==> src/hw/rtl/homopolymer_run_compressor_macros.svh <==
// ----------------------------------------------------------------------------
// homopolymer run compressor assertion macros
// concurrent assertion helpers shared by the rtl files that check themselves
// ----------------------------------------------------------------------------
`ifndef HOMOPOLYMER_RUN_COMPRESSOR_MACROS_SVH
`define HOMOPOLYMER_RUN_COMPRESSOR_MACROS_SVH

// same-cycle implication
`define HRC_ASSERT_IMPL(label, clk, rst_n, ante, cons) \
	label: assert property (@(posedge clk) disable iff (!rst_n) (ante) |-> (cons)) \
		else $error("assertion failed");

// next-cycle implication
`define HRC_ASSERT_NEXT(label, clk, rst_n, ante, cons) \
	label: assert property (@(posedge clk) disable iff (!rst_n) (ante) |=> (cons)) \
		else $error("assertion failed");

`endif

==> src/hw/rtl/hrc_pkg.sv <==
// ----------------------------------------------------------------------------
// hrc_pkg
// shared widths, types and codes of the homopolymer run compressor
// ----------------------------------------------------------------------------
package hrc_pkg;

	localparam int MAX_READ_LENGTH    = 4096;
	localparam int QUAL_FRACTION_BITS = 8;

	localparam int BASE_W  = 8;
	localparam int QUAL_W  = 7;
	localparam int POS_W   = 12;
	localparam int LEN_W   = 13;
	localparam int SUM_W   = 19;
	localparam int MEAN_W  = 15;

	localparam int DIV_W   = SUM_W + QUAL_FRACTION_BITS;
	localparam int QUOT_W  = QUAL_W + QUAL_FRACTION_BITS;
	localparam int REM_W   = LEN_W;
	localparam int STEP_W  = $clog2(QUOT_W);

	localparam int FIFO_DEPTH = 4;
	localparam int PTR_W      = $clog2(FIFO_DEPTH);
	localparam int CNT_W      = PTR_W + 1;

	typedef logic [BASE_W-1:0] base_t;
	typedef logic [QUAL_W-1:0] qual_t;
	typedef logic [POS_W-1:0]  pos_t;
	typedef logic [LEN_W-1:0]  len_t;
	typedef logic [SUM_W-1:0]  sum_t;
	typedef logic [MEAN_W-1:0] mean_t;
	typedef logic [DIV_W-1:0]  div_t;
	typedef logic [QUOT_W-1:0] quot_t;
	typedef logic [REM_W-1:0]  rem_t;
	typedef logic [STEP_W-1:0] step_t;
	typedef logic [PTR_W-1:0]  ptr_t;
	typedef logic [CNT_W-1:0]  cnt_t;

	localparam len_t MAX_LEN  = len_t'(MAX_READ_LENGTH);
	localparam pos_t MAX_POS  = pos_t'(MAX_READ_LENGTH - 1);
	localparam step_t LAST_STEP = step_t'(QUOT_W - 1);

	// one closed run on its way to the divider
	typedef struct packed {
		base_t letter;
		sum_t  sum;
		pos_t  start;
		len_t  length;
		logic  mate;
		logic  final_run;
		logic  last;
		logic  ovf;
	} run_rec_t;

	typedef struct packed {
		logic full;
		logic empty;
	} fifo_stat_t;

	typedef struct packed {
		base_t letter;
		mean_t mean;
		pos_t  start;
		len_t  length;
		logic  mate;
		logic  final_run;
		logic  last;
		logic  ovf;
	} result_t;

	typedef enum logic [1:0] {
		BK_IDLE,
		BK_DIV,
		BK_DONE
	} back_state_t;

endpackage

==> src/hw/rtl/hrc_front.sv <==
// ----------------------------------------------------------------------------
// hrc_front
// run detection: tracks the open run and read position, emits closed runs
// ----------------------------------------------------------------------------
module hrc_front (
	input  logic                clk,
	input  logic                arst_n,
	input  logic                push,
	output logic                full,
	input  hrc_pkg::base_t      base,
	input  hrc_pkg::qual_t      quality,
	input  logic                end_of_read,
	input  hrc_pkg::fifo_stat_t q_stat,
	output logic                q_push,
	output hrc_pkg::run_rec_t   q_rec
);

	logic            open_q;
	hrc_pkg::base_t  base_q;
	hrc_pkg::pos_t   begin_q;
	hrc_pkg::len_t   count_q;
	hrc_pkg::sum_t   sum_q;
	hrc_pkg::len_t   rp_q;
	logic            mate_q;
	logic            ovf_q;

	logic              pend_q;
	hrc_pkg::run_rec_t pend_rec_q;

	logic            open_n;
	hrc_pkg::base_t  base_n;
	hrc_pkg::pos_t   begin_n;
	hrc_pkg::len_t   count_n;
	hrc_pkg::sum_t   sum_n;
	hrc_pkg::len_t   rp_n;
	logic            mate_n;
	logic            ovf_n;
	logic            ovf_emit;

	hrc_pkg::pos_t     pos;
	logic              same;
	logic              emit_a;
	logic              accept;
	hrc_pkg::run_rec_t rec_a;
	hrc_pkg::run_rec_t rec_b;

	assign full   = pend_q | q_stat.full;
	assign accept = push & ~full;

	always_comb begin
		rp_n     = rp_q;
		ovf_emit = ovf_q;
		pos      = rp_q[hrc_pkg::POS_W-1:0];
		if (rp_q < hrc_pkg::MAX_LEN) begin
			rp_n = rp_q + hrc_pkg::len_t'(1);
		end else begin
			ovf_emit = 1'b1;
			pos      = hrc_pkg::MAX_POS;
		end

		same   = open_q & (base == base_q);
		emit_a = open_q & ~same;

		rec_a.letter    = base_q;
		rec_a.sum       = sum_q;
		rec_a.start     = begin_q;
		rec_a.length    = count_q;
		rec_a.mate      = mate_q;
		rec_a.final_run = 1'b0;
		rec_a.last      = ~end_of_read;
		rec_a.ovf       = ovf_emit;

		open_n  = 1'b1;
		base_n  = base_q;
		begin_n = begin_q;
		count_n = count_q;
		sum_n   = sum_q;
		if (same) begin
			if (count_q < hrc_pkg::MAX_LEN) begin
				count_n = count_q + hrc_pkg::len_t'(1);
				sum_n   = sum_q + hrc_pkg::sum_t'(quality);
			end
		end else begin
			base_n  = base;
			begin_n = pos;
			count_n = hrc_pkg::len_t'(1);
			sum_n   = hrc_pkg::sum_t'(quality);
		end

		rec_b.letter    = base_n;
		rec_b.sum       = sum_n;
		rec_b.start     = begin_n;
		rec_b.length    = count_n;
		rec_b.mate      = mate_q;
		rec_b.final_run = 1'b1;
		rec_b.last      = 1'b1;
		rec_b.ovf       = ovf_emit;

		ovf_n  = ovf_emit;
		mate_n = mate_q;
		if (end_of_read) begin
			open_n  = 1'b0;
			base_n  = '0;
			begin_n = '0;
			count_n = '0;
			sum_n   = '0;
			rp_n    = '0;
			ovf_n   = 1'b0;
			mate_n  = ~mate_q;
		end
	end

	always_comb begin
		if (pend_q) begin
			q_push = ~q_stat.full;
			q_rec  = pend_rec_q;
		end else begin
			q_push = accept & (emit_a | end_of_read);
			q_rec  = emit_a ? rec_a : rec_b;
		end
	end

	always_ff @(posedge clk or negedge arst_n) begin
		if (!arst_n) begin
			open_q  <= 1'b0;
			base_q  <= '0;
			begin_q <= '0;
			count_q <= '0;
			sum_q   <= '0;
			rp_q    <= '0;
			mate_q  <= 1'b0;
			ovf_q   <= 1'b0;
			pend_q  <= 1'b0;
		end else begin
			if (accept) begin
				open_q  <= open_n;
				base_q  <= base_n;
				begin_q <= begin_n;
				count_q <= count_n;
				sum_q   <= sum_n;
				rp_q    <= rp_n;
				mate_q  <= mate_n;
				ovf_q   <= ovf_n;
			end
			// second run of a beat waits here for a free queue slot
			if (accept & emit_a & end_of_read) begin
				pend_q <= 1'b1;
			end else if (pend_q & ~q_stat.full) begin
				pend_q <= 1'b0;
			end
		end
	end

	always_ff @(posedge clk) begin
		if (accept & emit_a & end_of_read) begin
			pend_rec_q <= rec_b;
		end
	end

endmodule

==> src/hw/rtl/hrc_fifo.sv <==
// ----------------------------------------------------------------------------
// hrc_fifo
// short run queue between run detection and the mean divider
// ----------------------------------------------------------------------------
module hrc_fifo (
	input  logic                clk,
	input  logic                arst_n,
	input  logic                wr_en,
	input  hrc_pkg::run_rec_t   wr_rec,
	input  logic                rd_en,
	output hrc_pkg::run_rec_t   rd_rec,
	output hrc_pkg::fifo_stat_t stat
);

	hrc_pkg::run_rec_t mem_q [hrc_pkg::FIFO_DEPTH];
	hrc_pkg::ptr_t     wr_ptr_q;
	hrc_pkg::ptr_t     rd_ptr_q;
	hrc_pkg::cnt_t     cnt_q;

	assign stat.full  = (cnt_q == hrc_pkg::cnt_t'(hrc_pkg::FIFO_DEPTH));
	assign stat.empty = (cnt_q == '0);
	assign rd_rec     = mem_q[rd_ptr_q];

	always_ff @(posedge clk or negedge arst_n) begin
		if (!arst_n) begin
			wr_ptr_q <= '0;
			rd_ptr_q <= '0;
			cnt_q    <= '0;
		end else begin
			if (wr_en) begin
				wr_ptr_q <= wr_ptr_q + hrc_pkg::ptr_t'(1);
			end
			if (rd_en) begin
				rd_ptr_q <= rd_ptr_q + hrc_pkg::ptr_t'(1);
			end
			case ({wr_en, rd_en})
				2'b10:   cnt_q <= cnt_q + hrc_pkg::cnt_t'(1);
				2'b01:   cnt_q <= cnt_q - hrc_pkg::cnt_t'(1);
				default: cnt_q <= cnt_q;
			endcase
		end
	end

	always_ff @(posedge clk) begin
		if (wr_en) begin
			mem_q[wr_ptr_q] <= wr_rec;
		end
	end

endmodule

==> src/hw/rtl/hrc_back.sv <==
// ----------------------------------------------------------------------------
// hrc_back
// mean quality divider, one quotient bit a cycle, and the result register
// ----------------------------------------------------------------------------
module hrc_back (
	input  logic                clk,
	input  logic                arst_n,
	input  hrc_pkg::run_rec_t   q_rec,
	input  hrc_pkg::fifo_stat_t q_stat,
	output logic                q_pop,
	input  logic                pop,
	output logic                empty,
	output hrc_pkg::result_t    res
);

	hrc_pkg::back_state_t state_q;
	hrc_pkg::back_state_t state_n;

	hrc_pkg::run_rec_t rec_q;
	hrc_pkg::rem_t     rem_q;
	hrc_pkg::quot_t    quo_q;
	hrc_pkg::step_t    step_q;
	logic              out_valid_q;
	hrc_pkg::result_t  out_q;

	logic               ld;
	logic               step;
	logic               out_load;
	logic               out_free;
	hrc_pkg::div_t      dividend;
	logic [hrc_pkg::REM_W:0] rem_sh;
	logic [hrc_pkg::REM_W:0] diff;
	logic               ge;

	assign out_free = ~out_valid_q | pop;
	assign dividend = {q_rec.sum, {hrc_pkg::QUAL_FRACTION_BITS{1'b0}}};
	assign rem_sh   = {rem_q, quo_q[hrc_pkg::QUOT_W-1]};
	assign ge       = (rem_sh >= {1'b0, rec_q.length});
	assign diff     = rem_sh - {1'b0, rec_q.length};

	always_comb begin
		state_n = state_q;
		case (state_q)
			hrc_pkg::BK_IDLE: begin
				if (!q_stat.empty) state_n = hrc_pkg::BK_DIV;
			end
			hrc_pkg::BK_DIV: begin
				if (step_q == hrc_pkg::LAST_STEP) state_n = hrc_pkg::BK_DONE;
			end
			hrc_pkg::BK_DONE: begin
				if (out_free) state_n = hrc_pkg::BK_IDLE;
			end
			default: state_n = hrc_pkg::BK_IDLE;
		endcase
	end

	always_comb begin
		ld       = 1'b0;
		step     = 1'b0;
		out_load = 1'b0;
		case (state_q)
			hrc_pkg::BK_IDLE: ld       = ~q_stat.empty;
			hrc_pkg::BK_DIV:  step     = 1'b1;
			hrc_pkg::BK_DONE: out_load = out_free;
			default: ;
		endcase
	end

	assign q_pop = ld;
	assign empty = ~out_valid_q;
	assign res   = out_q;

	always_ff @(posedge clk or negedge arst_n) begin
		if (!arst_n) begin
			state_q     <= hrc_pkg::BK_IDLE;
			step_q      <= '0;
			out_valid_q <= 1'b0;
		end else begin
			state_q <= state_n;
			if (ld) begin
				step_q <= '0;
			end else if (step) begin
				step_q <= step_q + hrc_pkg::step_t'(1);
			end
			if (out_load) begin
				out_valid_q <= 1'b1;
			end else if (pop) begin
				out_valid_q <= 1'b0;
			end
		end
	end

	// high dividend bits start as the remainder, always below the run length
	always_ff @(posedge clk) begin
		if (ld) begin
			rec_q <= q_rec;
			rem_q <= hrc_pkg::rem_t'(dividend[hrc_pkg::DIV_W-1:hrc_pkg::QUOT_W]);
			quo_q <= dividend[hrc_pkg::QUOT_W-1:0];
		end else if (step) begin
			rem_q <= ge ? diff[hrc_pkg::REM_W-1:0] : rem_sh[hrc_pkg::REM_W-1:0];
			quo_q <= {quo_q[hrc_pkg::QUOT_W-2:0], ge};
		end
		if (out_load) begin
			out_q.letter    <= rec_q.letter;
			out_q.mean      <= quo_q[hrc_pkg::MEAN_W-1:0];
			out_q.start     <= rec_q.start;
			out_q.length    <= rec_q.length;
			out_q.mate      <= rec_q.mate;
			out_q.final_run <= rec_q.final_run;
			out_q.last      <= rec_q.last;
			out_q.ovf       <= rec_q.ovf;
		end
	end

endmodule

==> src/hw/rtl/homopolymer_run_compressor.sv <==
// ----------------------------------------------------------------------------
// homopolymer_run_compressor
// Takes one base a beat and emits one beat per closed homopolymer run. The
// input side accepts a base every cycle while the four-entry run queue has
// room; a beat that closes two runs (a base change and the end of its read)
// holds full until its second run has a free queue slot. Each run then goes
// through the mean quality divider, which produces one quotient bit a cycle
// and takes the next run from the queue only once it is done with the previous
// one, and bases that extend an open run cost no divider time. Results wait in
// an output register while the divider works on the next run.
// ----------------------------------------------------------------------------
`include "homopolymer_run_compressor_macros.svh"

module homopolymer_run_compressor (
	input  logic                 clk,
	input  logic                 arst_n,
	input  logic                 push,
	output logic                 full,
	input  hrc_pkg::base_t       base,
	input  hrc_pkg::qual_t       quality,
	input  logic                 end_of_read,
	output logic                 empty,
	input  logic                 pop,
	output hrc_pkg::base_t       run_letter,
	output hrc_pkg::mean_t       mean_quality,
	output hrc_pkg::pos_t        run_start,
	output hrc_pkg::len_t        run_length,
	output logic                 from_mate,
	output logic                 final_run,
	output logic                 last_of_item,
	output logic                 overflow
);

	logic                q_push;
	logic                q_pop;
	hrc_pkg::run_rec_t   wr_rec;
	hrc_pkg::run_rec_t   rd_rec;
	hrc_pkg::fifo_stat_t q_stat;
	hrc_pkg::result_t    res;

	hrc_front u_front (
		.clk         (clk),
		.arst_n      (arst_n),
		.push        (push),
		.full        (full),
		.base        (base),
		.quality     (quality),
		.end_of_read (end_of_read),
		.q_stat      (q_stat),
		.q_push      (q_push),
		.q_rec       (wr_rec)
	);

	hrc_fifo u_fifo (
		.clk    (clk),
		.arst_n (arst_n),
		.wr_en  (q_push),
		.wr_rec (wr_rec),
		.rd_en  (q_pop),
		.rd_rec (rd_rec),
		.stat   (q_stat)
	);

	hrc_back u_back (
		.clk    (clk),
		.arst_n (arst_n),
		.q_rec  (rd_rec),
		.q_stat (q_stat),
		.q_pop  (q_pop),
		.pop    (pop),
		.empty  (empty),
		.res    (res)
	);

	assign run_letter   = res.letter;
	assign mean_quality = res.mean;
	assign run_start    = res.start;
	assign run_length   = res.length;
	assign from_mate    = res.mate;
	assign final_run    = res.final_run;
	assign last_of_item = res.last;
	assign overflow     = res.ovf;

	`HRC_ASSERT_IMPL(a_queue_no_overrun, clk, arst_n, q_push, !q_stat.full)
	`HRC_ASSERT_IMPL(a_queue_no_underrun, clk, arst_n, q_pop, !q_stat.empty)
	`HRC_ASSERT_NEXT(a_double_run_blocks, clk, arst_n, push && !full && end_of_read && q_push && !wr_rec.final_run, full)
	`HRC_ASSERT_IMPL(a_result_has_length, clk, arst_n, !empty, run_length != '0)

endmodule
==> config.mk <==
export PLATFORM = sky130hd
export DESIGN_NAME = homopolymer_run_compressor
export DESIGN_NICKNAME = d
export VERILOG_FILES = /design/src/hw/rtl/hrc_pkg.sv /design/src/hw/rtl/hrc_front.sv /design/src/hw/rtl/hrc_fifo.sv /design/src/hw/rtl/hrc_back.sv /design/src/hw/rtl/homopolymer_run_compressor.sv
export VERILOG_INCLUDE_DIRS = /design/src /design/src/hw/rtl
export SDC_FILE = /design/constraint.sdc
export NUM_CORES = 1
export LEC_CHECK = 0
export BUFFER_PORTS_ARGS = -buffer_cell sky130_fd_sc_hd__buf_2
export CELL_PAD_IN_SITES_DETAIL_PLACEMENT = 1
export CELL_PAD_IN_SITES_GLOBAL_PLACEMENT = 2
export CORE_AREA = 3 3 207 260
export DETAILED_ROUTE_END_ITERATION = 16
export DIE_AREA = 0 0 210 263
export GPL_TIMING_DRIVEN = 0
export PLACE_DENSITY = 0.84
export SYNTH_ARGS = -nofsm -noshare
export SYNTH_HDL_FRONTEND = slang
export SYNTH_SLANG_ARGS = --single-unit
==> constraint.sdc <==
create_clock -name clk -period 3.9 [get_ports clk]
set_input_delay 0.585 -clock clk [delete_from_list [all_inputs] [get_ports clk]]
set_output_delay 0.585 -clock clk [all_outputs]
set_load 0.01 [all_outputs]
==> run metrics <==
slowest cell on the critical path=nor4_2; Worst-Margin Slew=0.922 ns; Cell Chain, Critical Path=xor2_1, nor4_2, and2_1, buf_4, nor2_4, o311a_4, inv_1, ha_1, inv_1, fa_1, xor2_1, nor2_1, xor2_1; Core ar.=51500 sq um; setup violators final=0; Worst-path clk slew=0.07 ns; Nets=1644; clk sinks=478; syn_nets=1520; Ys Warns=0; Worst VDD drop=0.000283 V; P_int=11500 uW; Pleak=0.00827 uW; clock share of power=0.244; ant diodes=0; max-cap viol count=0; Congestion Overflow GR=0; pre-CTS WS=0.277 ns; multi-input logic area=6190 sq um; WS Path Type=register to register; Synth top cells by count=386 x edfxtp_1, 159 x nand2_1, 113 x nor2_1, 90 x o21ai_0, 83 x dfrtp_1; DR vias=12500; Clock Tree Root=clkbuf_16; top cell type by total area after synthesis=edfxtp_1; top-area cell type share of the netlist area=0.564; Avg Cell Area, Syn=14.0 sq um; largest net degree at the start of global routing=60; Sw Pwr=5790 uW; WP data arrival=3.76 ns; Worst path max stage delay=0.55 ns; DP HPWL=35800 um; wire length of the first global-routing pass=80100 um; CTS Hold Bufs=1; clock buffer depth=3; fill count=5235; Post-Syn Area=20600 sq um; num rows=93; Num CTS Buffers=44; Area contributors post-synth=edfxtp_1 56%, dfrtp_1 10%, mux4_2 6.1%, nand2_1 2.9%, o21ai_0 2.2%; I/O pins=74; drt pass-1 iters=7; gr usage total=0.186; global placement routability congestion=0.794; Area Growth Syn to Fin=13.4%; fraction of layout cells with a size suffix above 1=0.157; Setup crit start kind=register; clk_skew=0.0158 ns; Die Y=263 um; Sw Ratio=0.334; die width=210 um; worst hold path type=input port to register; reg2reg end=u_fifo.cnt_q[2]; Power Dens Cells=744 nW/um^2; Register Area=13800 sq um; Post-CTS Setup Repair Bufs=0; Worst Setup SP=u_front.base_q[2]; R2R setup slack=0.61 ns; overall routed net length=51400 um; Remaining DRCs=0; Crit Path Max Fanout=10; asr flop ratio synth=0.174; vias per std cell=5.47; number of synthesized flops with an enable pin=386; RSZ-0062 raised after global routing=no; CTS H-tree depth=2; Final WS setup=0.614 ns; sequential area share after synthesis=0.673; Critical Path End Type=register; Starting DRT DRC Count=1129; Worst Path Required=4.38 ns; CTS tree=done; placed cell count=2210; dpl cell area=21900 sq um; status=complete, no violations; Starting Density=0.399; final cell count without fillers=2292; Synth cell types=73; Mapped Cells=1468; Post-synth top flop=edfxtp_1; fin crit period=3.29 ns; Slew Limit Fails=0; Most Frequent Cell on Critical Path=xor2_1; sequential share of power=0.443; antenna violations before repair=1; input/output buffers=72; routed wire length per instance=22.4 um; R2R Path Start=u_front.base_q[2]; CTS resizes=0; dominant cell by count in the synthesized netlist=edfxtp_1; max_slew headroom=0.386; Max Freq=304 MHz; vias in the first global route=13600; period utilisation layout=0.843; #FFs+latches synth=478; combinational power share=0.313; Final Hold Viols=0; worst-skew pair later-pin latency=0.56 ns; Finished Cell Area=23300 sq um; post-route ant nets=0; Worst Setup EP=u_fifo.cnt_q[2]; total die area=55200 sq um; FF-to-FF path depth=13
-- cell usage in the layout, fill, tap and decap left out, types with 17 or more instances in the layout --
| cell type | instances |
|---|---|
| xnor2_1 | 32 |
| ha_1 | 29 |
| nand2_1 | 159 |
| nor3_1 | 30 |
| dfrtp_1 | 83 |
| buf_2 | 92 |
| edfxtp_1 | 386 |
| clkbuf_1 | 73 |
| clkbuf_16 | 46 |
| o21ai_0 | 90 |
| nor2_1 | 112 |
| a22o_1 | 34 |
| mux2i_1 | 35 |
| mux4_2 | 56 |
| inv_1 | 40 |
| a21oi_1 | 50 |
| nand3_1 | 24 |
| xor2_1 | 28 |
| o31ai_1 | 17 |
-- layer usage --
| layer | track usage | vias up | routed length (um) |
|---|---|---|---|
| li1 | - | 5728 | - |
| met1 | 0.236 | 6454 | 21400 |
| met2 | 0.328 | 260 | 26200 |
| met3 | 0.0211 | 91 | 1840 |
| met4 | 0.0684 | 2 | 1860 |
| met5 | 0 | - | 13 |
-- registers in the layout, summed over array words and instances (netlist names) --
signal,count
u_fifo.mem_q,224
u_front.begin_q,12
u_front.count_q,13
u_fifo.cnt_q,3
u_back.state_q,2
u_front.rp_q,13
u_front.pend_q,1
u_front.sum_q,19
u_back.quo_q,15
u_back.step_q,4
u_front.open_q,1
u_back.rec_q,37
u_front.pend_rec_q,54
u_fifo.wr_ptr_q,2
u_back.res,52
u_fifo.rd_ptr_q,2
u_front.base_q,8
u_front.ovf_q,1
u_back.out_valid_q,1
u_back.rem_q,13
u_front.mate_q,1
-- stage by stage --
step	power (uW)	hold WS (ns)	utilization	TNS, ns
after CTS	17500	0.305	0.452	0
after global placement	12800	0.405	0.422	-259.47
after detailed placement	13200	0.407	0.425	0
final	17300	0.320	0.452	0
after floorplan	11300	0.289	-	0
after global routing	18300	0.332	0.452	0
-- power groups by stage --
| stage | clock [uW] | sequential [uW] | combinational, uW |
|---|---|---|---|
| final | 4240 | 7680 | 5430 |
| after global routing | 4500 | 7780 | 5980 |
| after CTS | 4300 | 7680 | 5480 |
| after detailed placement | 0 | 7770 | 5430 |
| after global placement | 0 | 7720 | 5100 |
| after floorplan | 0 | 7560 | 3750 |
-- final cells by class --
cell class,count,share of cell area
clock buffer,57,0.0528
inverter,41,0.00660
multi-input combinational,854,0.266
buffer,95,0.0170
sequential,478,0.594
tap,665,0.0357
clock inverter,24,0.00767
timing repair buffer,78,0.0209
-- worst max-delay path: cells and delay by family, from the launching register on --
kind / cells / cell delay [ns]
AOI/OAI and AO/OA: 1 / 0.39
xor gates and xnor gates: 3 / 0.49
adders and majority gates: 2 / 0.56
buffers and inverters: 3 / 0.36
DFF: 1 / 0.41
and+or+nand+nor: 4 / 0.99
-- cells by family after synthesis --
group                      count (synthesis)  share of synthesized area
xor gates and xnor gates                  60                     0.0256
AOI/OAI and AO/OA                        259                     0.0818
and+or+nand+nor                          403                     0.0887
adders and majority gates                 32                     0.0206
buffers and inverters                    136                     0.0266
DFF                                      478                      0.673
muxes                                    100                     0.0833
-- worst min-delay path by stage --
stage | from | endpoint | slack, ns | depth (start not counted)
6_report | base[0] | u_front.base_q[0] | 0.32 | 3
5_1_grt | base[0] | u_front.base_q[0] | 0.33 | 3
4_1_cts | base[4] | u_front.base_q[4] | 0.30 | 3
3_5_place_dp | u_back.rec_q[53] | u_back.res[49] | 0.41 | 0
3_3_place_gp | u_back.rec_q[1] | u_back.res[1] | 0.40 | 0
2_1_floorplan | arst_n | u_back.out_valid_q | 0.29 | 0
(Power assumes the default switching activity.)
